## src/rtl/core/fba_pkg.sv

```systemverilog
// shared types and constants of the frame bitmap allocator
package fba_pkg;

    localparam int FRAME_W     = 14;
    localparam int COUNT_W     = 15;
    localparam int STATUS_W    = 3;
    localparam int FRAME_LIMIT = 16384;

    localparam logic [COUNT_W-1:0] CFG_RESET = COUNT_W'(16384);

    localparam logic MODE_ALLOC = 1'b0;
    localparam logic MODE_FREE  = 1'b1;

    localparam logic [STATUS_W-1:0] ST_ALLOCATED     = 3'd0;
    localparam logic [STATUS_W-1:0] ST_HAD_FRAME     = 3'd1;
    localparam logic [STATUS_W-1:0] ST_OUT_OF_FRAMES = 3'd2;
    localparam logic [STATUS_W-1:0] ST_FREED         = 3'd3;
    localparam logic [STATUS_W-1:0] ST_NOTHING       = 3'd4;

    typedef struct packed {
        logic               mode;
        logic [FRAME_W-1:0] current_frame;
        logic               kernel_page;
        logic               writeable;
    } req_t;

    typedef struct packed {
        logic [STATUS_W-1:0] status;
        logic                present_bit;
        logic                rw_bit;
        logic                user_bit;
        logic [FRAME_W-1:0]  frame_number;
    } rsp_t;

endpackage

```

## src/rtl/core/fba_find.sv

```systemverilog
// lowest free frame search within one bitmap word, bounded by the usable count
module fba_find #(
    parameter int WB = 32,
    localparam int BW = $clog2(WB)
) (
    input  logic [WB-1:0]               word,
    input  logic [fba_pkg::COUNT_W-1:0] base,
    input  logic [fba_pkg::COUNT_W-1:0] limit,
    output logic                        found,
    output logic [BW-1:0]               idx
);

    logic [fba_pkg::COUNT_W-1:0] span;

    assign span = limit - base;

    // scan high to low so the lowest free bit wins
    always_comb
    begin
        found = 1'b0;
        idx   = '0;
        for (int i = WB - 1; i >= 0; i--)
        begin
            if (!word[i] && (fba_pkg::COUNT_W'(i) < span))
            begin
                found = 1'b1;
                idx   = BW'(i);
            end
        end
    end

endmodule

```

## config.mk

```make
export PLATFORM = sky130hd
export DESIGN_NAME = fba_find
export DESIGN_NICKNAME = d
export VERILOG_FILES = /design/src/rtl/core/fba_pkg.sv /design/src/rtl/core/fba_find.sv
export SDC_FILE = /design/constraint.sdc
export NUM_CORES = 1
export LEC_CHECK = 0
export BUFFER_PORTS_ARGS = -buffer_cell sky130_fd_sc_hd__clkbuf_2
export CAP_MARGIN = 10
export CORE_UTILIZATION = 45
export DETAILED_ROUTE_END_ITERATION = 8
export GPL_ROUTABILITY_DRIVEN = 0
export PLACE_DENSITY = 0.74
export SLEW_MARGIN = 20
export SYNTH_ARGS = -nofsm -noshare
export SYNTH_HDL_FRONTEND = slang
export SYNTH_SLANG_ARGS = --single-unit
```

## constraint.sdc

```tcl
create_clock -name vclk -period 6.2
set_clock_uncertainty 0.2 [all_clocks]
set_input_delay 0.93 -clock vclk [all_inputs]
set_output_delay 0.93 -clock vclk [all_outputs]
set_load 0.02 [all_outputs]
```

======== After elaboration in Yosys (flattened, before gate mapping) ========
Cells that the tools add are included.
cells by class
  $add $sub $neg .......................... 1
  reductions and logical operators ........ 64
  muxes and demuxes ....................... 64
  order comparisons ....................... 32
operator list
  cell                                                        count
  less-than comparator 5 x 15 -> 1 bit, first input constant  16
  2-to-1 mux 5 bit                                            32
  less-than comparator 4 x 15 -> 1 bit, first input constant  8
  less-than comparator 3 x 15 -> 1 bit, first input constant  4
  logical AND 1 bit                                           32
  logical NOT 1 bit                                           32
  2-to-1 mux 1 bit                                            32
  less-than comparator 1 x 15 -> 1 bit, first input constant  2
  less-than comparator 2 x 15 -> 1 bit, first input constant  2
  subtractor 15 bit                                           1
word-level totals
  register bits ........................... 0
  output and inout bits ................... 6
  word-level logic and storage cells ...... 161
  bits of input ports ..................... 62

======== Depth between registers and ports, before layout ========
Gate-level depths: netlist of run 1.
  depth in word-level cells ............... 35
  mapped depth ............................ 17
  depth with buffers taken out ............ 15

======== Worst setup path before layout of run 1 ========
OpenSTA, ideal clock, no wires.
  path type ............................... input -> output
  start point ............................. input base[4] in the netlist's numbering
  end point ............................... output idx[1]
  slack ................................... 889 ps
  stages on the path ...................... 13
  arrival time ............................ 4181 ps
  path buffers ............................ 1
  path through ............................ inv_1 > ha_1 > and2_4 > a221oi_2 > a21oi_2 > or4_4 > a2111oi_4 > and4_4 > buf_8 > a31oi_1 > or2_2 > a221o_1 > a31oi_1
between the ends
  word-level cells in the longest chain between the ends .. 35
  elaborated cells between the ends (all ways) .. 97
  those cells by class .................... add/sub: 1; order compare: 32; mux: 32; reduce/logical: 32
ends and longest elaborated chain
  what                                  RTL line        source
  from (decl)                           fba_find.sv:7   input logic [fba_pkg::COUNT_W-1:0] base,
  subtractor 15 bit (*)                 fba_find.sv:15  assign span = limit - base;
  less-than comparator 5 x 15 -> 1 bit  fba_find.sv:24  if (!word[i] && (fba_pkg::COUNT_W'(i) < span))
  logical AND 1 bit                     fba_find.sv:24
  2-to-1 mux 5 bit (31 in a row)        fba_find.sv:24
  2-to-1 mux 5 bit (*)                  fba_find.sv:24
  to (decl)                             fba_find.sv:10  output logic [BW-1:0] idx
Every way passes the cells marked *; elsewhere a longest branch is shown, timed or not.

======== Worst setup path after layout of run 1 ========
  start point ............................. input limit[0] in the netlist's numbering
  end point ............................... output idx[2]
between the ends
  word-level cells in the longest chain between the ends .. 35
  elaborated cells between the ends (all ways) .. 97
  those cells by class .................... add/sub: 1; order compare: 32; mux: 32; reduce/logical: 32
ends and longest elaborated chain
  what                                  RTL line        source
  from (decl)                           fba_find.sv:8   input logic [fba_pkg::COUNT_W-1:0] limit,
  subtractor 15 bit (*)                 fba_find.sv:15
  less-than comparator 5 x 15 -> 1 bit  fba_find.sv:24
  logical AND 1 bit                     fba_find.sv:24
  2-to-1 mux 5 bit (31 in a row)        fba_find.sv:24
  2-to-1 mux 5 bit (*)                  fba_find.sv:24
Marks and branches as above.

==> results_dict.tcl, run 1 <==
set metrics [dict create \
    via_count 2367 \
    fin_nets 420 \
    placed_cell_area_um2 2170 \
    cp-end-kind "primary output" \
    seq_cells 0 \
    syn2layout_area_growth_pct 20.6 \
    ff_latch_area_um2 0 \
    drt_iter0_drc 173 \
    wl_um 5190 \
    synth_top_area_frac 0.0972 \
    synth_area_per_cell_um2 6.46 \
    io_buffer_count 68 \
    rsz0062_at_grt "no" \
    drt_pass1_iterations 5 \
    start_util 0.481 \
    post_cts_buffers 0 \
    path_max_fanout 29 \
    finalSetupTns_ps 0 \
    grt_max_degree 30 \
    yosys-top-cells-count "34 x a21oi_1, 28 x nand2_1, 22 x inv_1, 22 x nor2_1, 19 x o21ai_0" \
    slew_headroom 0.415 \
    outcome "completed" \
    crit_required_ps 5070 \
    synth_top_area_cell "ha_1" \
    finalSetupViolCount 0 \
    wire_per_inst_um 13.4 \
    worst_setup_path_start_kind "primary input" \
    syn-num-nets 356 \
    hp-class "in -> out" \
    min_period_ps 5770 \
    synthTopCellsByArea "ha_1 9.7%, a21oi_1 9.4%, nand2_1 5.8%" \
    grt_antenna_before_repair 0 \
    finalPower_w 0.000217 \
    fp.dieArea_um2 4260 \
    critPathCapture "idx[2]" \
    max_freq_mhz 173 \
    core_um2 3740 \
    path_class "in -> out" \
    crit_arrival_ps 4640 \
    clock_buffer_count 0 \
    synth.most_common_cell "a21oi_1" \
    maxCapViolations 0 \
    rows 22 \
    grt_pass1_wl_um 8470 \
    postCtsHoldBufs 0 \
    design_area_um2 2170 \
    drc_errors 0 \
    p_per_area_nw_per_um2 99.8 \
    yosysUniqueCellTypes 62 \
    viasPerCell 6.08 \
    fin_util 0.580 \
    synth_seq_area_share 0 \
    dp_hpwl_um 4320 \
    drive_above_1_share 0.255 \
    post_cts_resized 0 \
    io_pins 68 \
    p_leak_nw 1.00 \
    grt_use_total 0.239 \
    grt_pass1_vias 1957 \
    grt_overflow_total 0 \
    die_w_um 65.3 \
    diodes 0 \
    hold_violations 0 \
    synthCells 279 \
    fillCellCount 376 \
    netlist_area_um2 1800 \
    drtAntennaViolNets 0 \
    cp-startpoint "limit[0]" \
    ys_warn_count 0 \
    tightest_slew_ps 874 \
    slew_viol_final 0 \
    period_share 0.931 \
    die_h_um 65.3 \
    peakVddDrop_mv 0.0674 \
]
layout by cell type, fill, tap and decap left out, types with 8 or more instances in the layout:
master,instances
clkbuf_2,68
a21oi_1,34
nand2_1,28
inv_1,22
nor2_1,22
o21ai_0,19
a31oi_1,15
ha_1,14
xnor2_1,8
o211ai_1,8
nand3_1,8
metal layers:
metal	share of wire	wire [µm]	vias to the layer above	track usage
li1	-	-	1197	-
met1	0.45	2340	1037	0.333
met2	0.45	2350	123	0.407
met3	0.085	441	10	0.0104
met4	0.012	61	0	0.0435
met5	0	0	-	0
worst min path at each step:
stage,from,to,cells after the start
after floorplan,word[5],idx[3],4
after global placement,word[14],idx[1],5
after detailed placement,word[14],idx[1],5
after CTS,word[14],idx[1],5
after global routing,word[14],idx[1],5
final,word[14],idx[1],5
final cells by class:
class                      instances  area, µm²  area share
inverter                          22       82.6      0.0380
tap                               48       60.1      0.0276
timing repair buffer              72        370       0.171
multi-input combinational        247       1660       0.764
power breakdown:
group	internal, W	switching [W]	leakage (nW)
Sequential	0	0	0
Combinational	0.0000840	0.000133	1.00
Clock	0	0	0
worst max-delay path, stage by stage:
cell and delay, ps:
clkbuf_2 80, inv_1 40, ha_1 150, inv_1 50, fa_1 450, a211oi_1 240, o21ai_1 180, o31ai_1 280
xnor2_1 90, nor4_1 400, and4_4 520, a21oi_1 160, or4_1 540, o211ai_1 180, nand3_1 90, nand3_1 90
clkbuf_2 160
logic make-up (layout without fill, tap and decap cells):
family / count (synthesis) / count (layout) / synth area share
fa+ha+maj: 15 / 15 / 0.108
buf+inv: 32 / 94 / 0.0792
simple gates: 101 / 101 / 0.295
mux: 1 / 1 / 0.00625
compound gates: 119 / 119 / 0.458
xor+xnor: 11 / 11 / 0.0535
per-stage QoR:
step / hold WS (ps) / setup WS (ps) / instances
after detailed placement: 2120 / 480 / 389
after global placement: 2120 / 519 / 389
after floorplan: 1950 / 889 / 279
after global routing: 2150 / 103 / 389
after CTS: 2120 / 466 / 389
final: 2130 / 428 / 389
Note: power is estimated with default switching activity, not from simulation.
==> inputs of run 2 (changes only) <==
--- a/config.mk
+++ b/config.mk
@@ -11,6 +11,7 @@
 export DETAILED_ROUTE_END_ITERATION = 8
 export GPL_ROUTABILITY_DRIVEN = 0
 export PLACE_DENSITY = 0.74
+export RECOVER_POWER = 100
 export SLEW_MARGIN = 20
 export SYNTH_ARGS = -nofsm -noshare
 export SYNTH_HDL_FRONTEND = slang
==> run 2 against run 1 <==
Compared with the run above:
- clock-buffer cell count unchanged
- non-clock buffer count stayed put
- power about the same
- setup slack lost 71 ps
- combinational power barely moved
- final cell count unchanged
- sequential share of layout area unchanged
- final area fell by 0.23%
- die area did not move
- critical endpoint unchanged
- maximum frequency is 1.2% lower
==> results_dict.tcl, run 2 (same netlist as run 1, synthesis figures left out) <==
set metrics [dict create \
    min_delay_worst_endpoint "idx[1]" \
    dp_hpwl_um 4320 \
    seq_cells 0 \
    wl_um 5210 \
    final_cell_mix "64 x clkbuf_2, 34 x a21oi_1, 28 x nand2_1, 22 x inv_1, 22 x nor2_1" \
    postCtsHoldBufs 0 \
    rsz0062_at_grt "no" \
    outcome "completed" \
    maxCapViolations 0 \
    hold_violations 0 \
    peakVddDrop_mv 0.0676 \
    finalSetupTns_ps 0 \
    crit_required_ps 5070 \
    instances_no_fill 389 \
    max_freq_mhz 171 \
    rows 22 \
    ff_latch_area_um2 0 \
    grt_pass1_vias 1957 \
    syn2layout_area_growth_pct 20.3 \
    hold_depth 5 \
    fp.dieArea_um2 4260 \
    io_pins 68 \
    die_h_um 65.3 \
    io_buffer_count 68 \
    post-place-ws_ps 480 \
    grt_use_total 0.239 \
    grt_antenna_before_repair 0 \
    drive_above_1_share 0.243 \
    crit_arrival_ps 4710 \
    min_from "word[14]" \
    fillCellCount 378 \
    path_class "in -> out" \
    via_count 2366 \
    drc_errors 0 \
    cp-end-kind "primary output" \
    period_share 0.942 \
    tightest_slew_ps 870 \
    path_max_fanout 29 \
    die_w_um 65.3 \
    drt_iter0_drc 172 \
    clock_buffer_count 0 \
    fin_nets 420 \
    finalWorstSetupSlack_ps 357 \
    core_um2 3740 \
    post_cts_resized 0 \
    worst_setup_path_start_kind "primary input" \
    min_period_ps 5840 \
    wire_per_inst_um 13.4 \
    hp-class "in -> out" \
    grt_overflow_total 0 \
    finalSetupViolCount 0 \
    post-place-cells 389 \
    viasPerCell 6.08 \
    drt_pass1_iterations 5 \
    slew_viol_final 0 \
    p_per_area_nw_per_um2 100 \
    drtAntennaViolNets 0 \
    start_util 0.481 \
    slew_headroom 0.418 \
    final.hold.worst_slack_ps 2140 \
    diodes 0 \
    post_cts_buffers 0 \
    grt_max_degree 30 \
    p_leak_nw 0.988 \
    grt_pass1_wl_um 8470 \
    final_common_cell "clkbuf_2" \
]
## run 2: metal layers
metal	part of all wire	wire, µm	vias to the layer above	track usage
met5	0	0	-	0
met4	0.018	96	0	0.0435
met3	0.086	449	18	0.0104
met2	0.45	2330	127	0.407
met1	0.45	2330	1026	0.333
li1	-	-	1195	-
## run 2: critical path: stages
cell and delay, ps:
clkbuf_2 80, inv_1 40, ha_1 150, inv_1 50, fa_1 450, a211oi_1 240
o21ai_1 180, o31ai_1 280, xnor2_1 90, nor4_1 400, and4_4 530, a21oi_1 160
or4_1 540, o211ai_1 180, nand3_1 90, nand3_1 90, clkbuf_1 230
## run 2: worst max-delay path by stage
stage | startpoint | to | slack [ps] | cells after the start
after global placement | base[6] | idx[2] | 520 | 14
after CTS | base[4] | idx[2] | 470 | 15
after detailed placement | base[4] | idx[2] | 480 | 15
final | limit[0] | idx[2] | 360 | 17
after floorplan | base[4] | idx[1] | 890 | 13
after global routing | limit[0] | idx[2] | 70 | 17
## run 2: cell type report
class | instances | area (µm²) | share of cell area
timing repair buffer | 72 | 365 | 0.169
tap | 48 | 60.1 | 0.0277
inverter | 22 | 82.6 | 0.0381
multi-input combinational | 247 | 1660 | 0.766
## run 2: report_power, final
part,switching [W],total (W),internal (W)
clock network,0,0,0
logic,0.000133,0.000217,0.0000838
registers,0,0,0
## run 2: stage by stage
step | total power, W | instance area, µm² | util
2_1_floorplan | 0.000153 | 1800 | -
3_3_place_gp | 0.000210 | 2170 | 0.580
3_5_place_dp | 0.000211 | 2170 | 0.580
4_1_cts | 0.000213 | 2170 | 0.580
5_1_grt | 0.000239 | 2170 | 0.579
6_report | 0.000217 | 2170 | 0.579
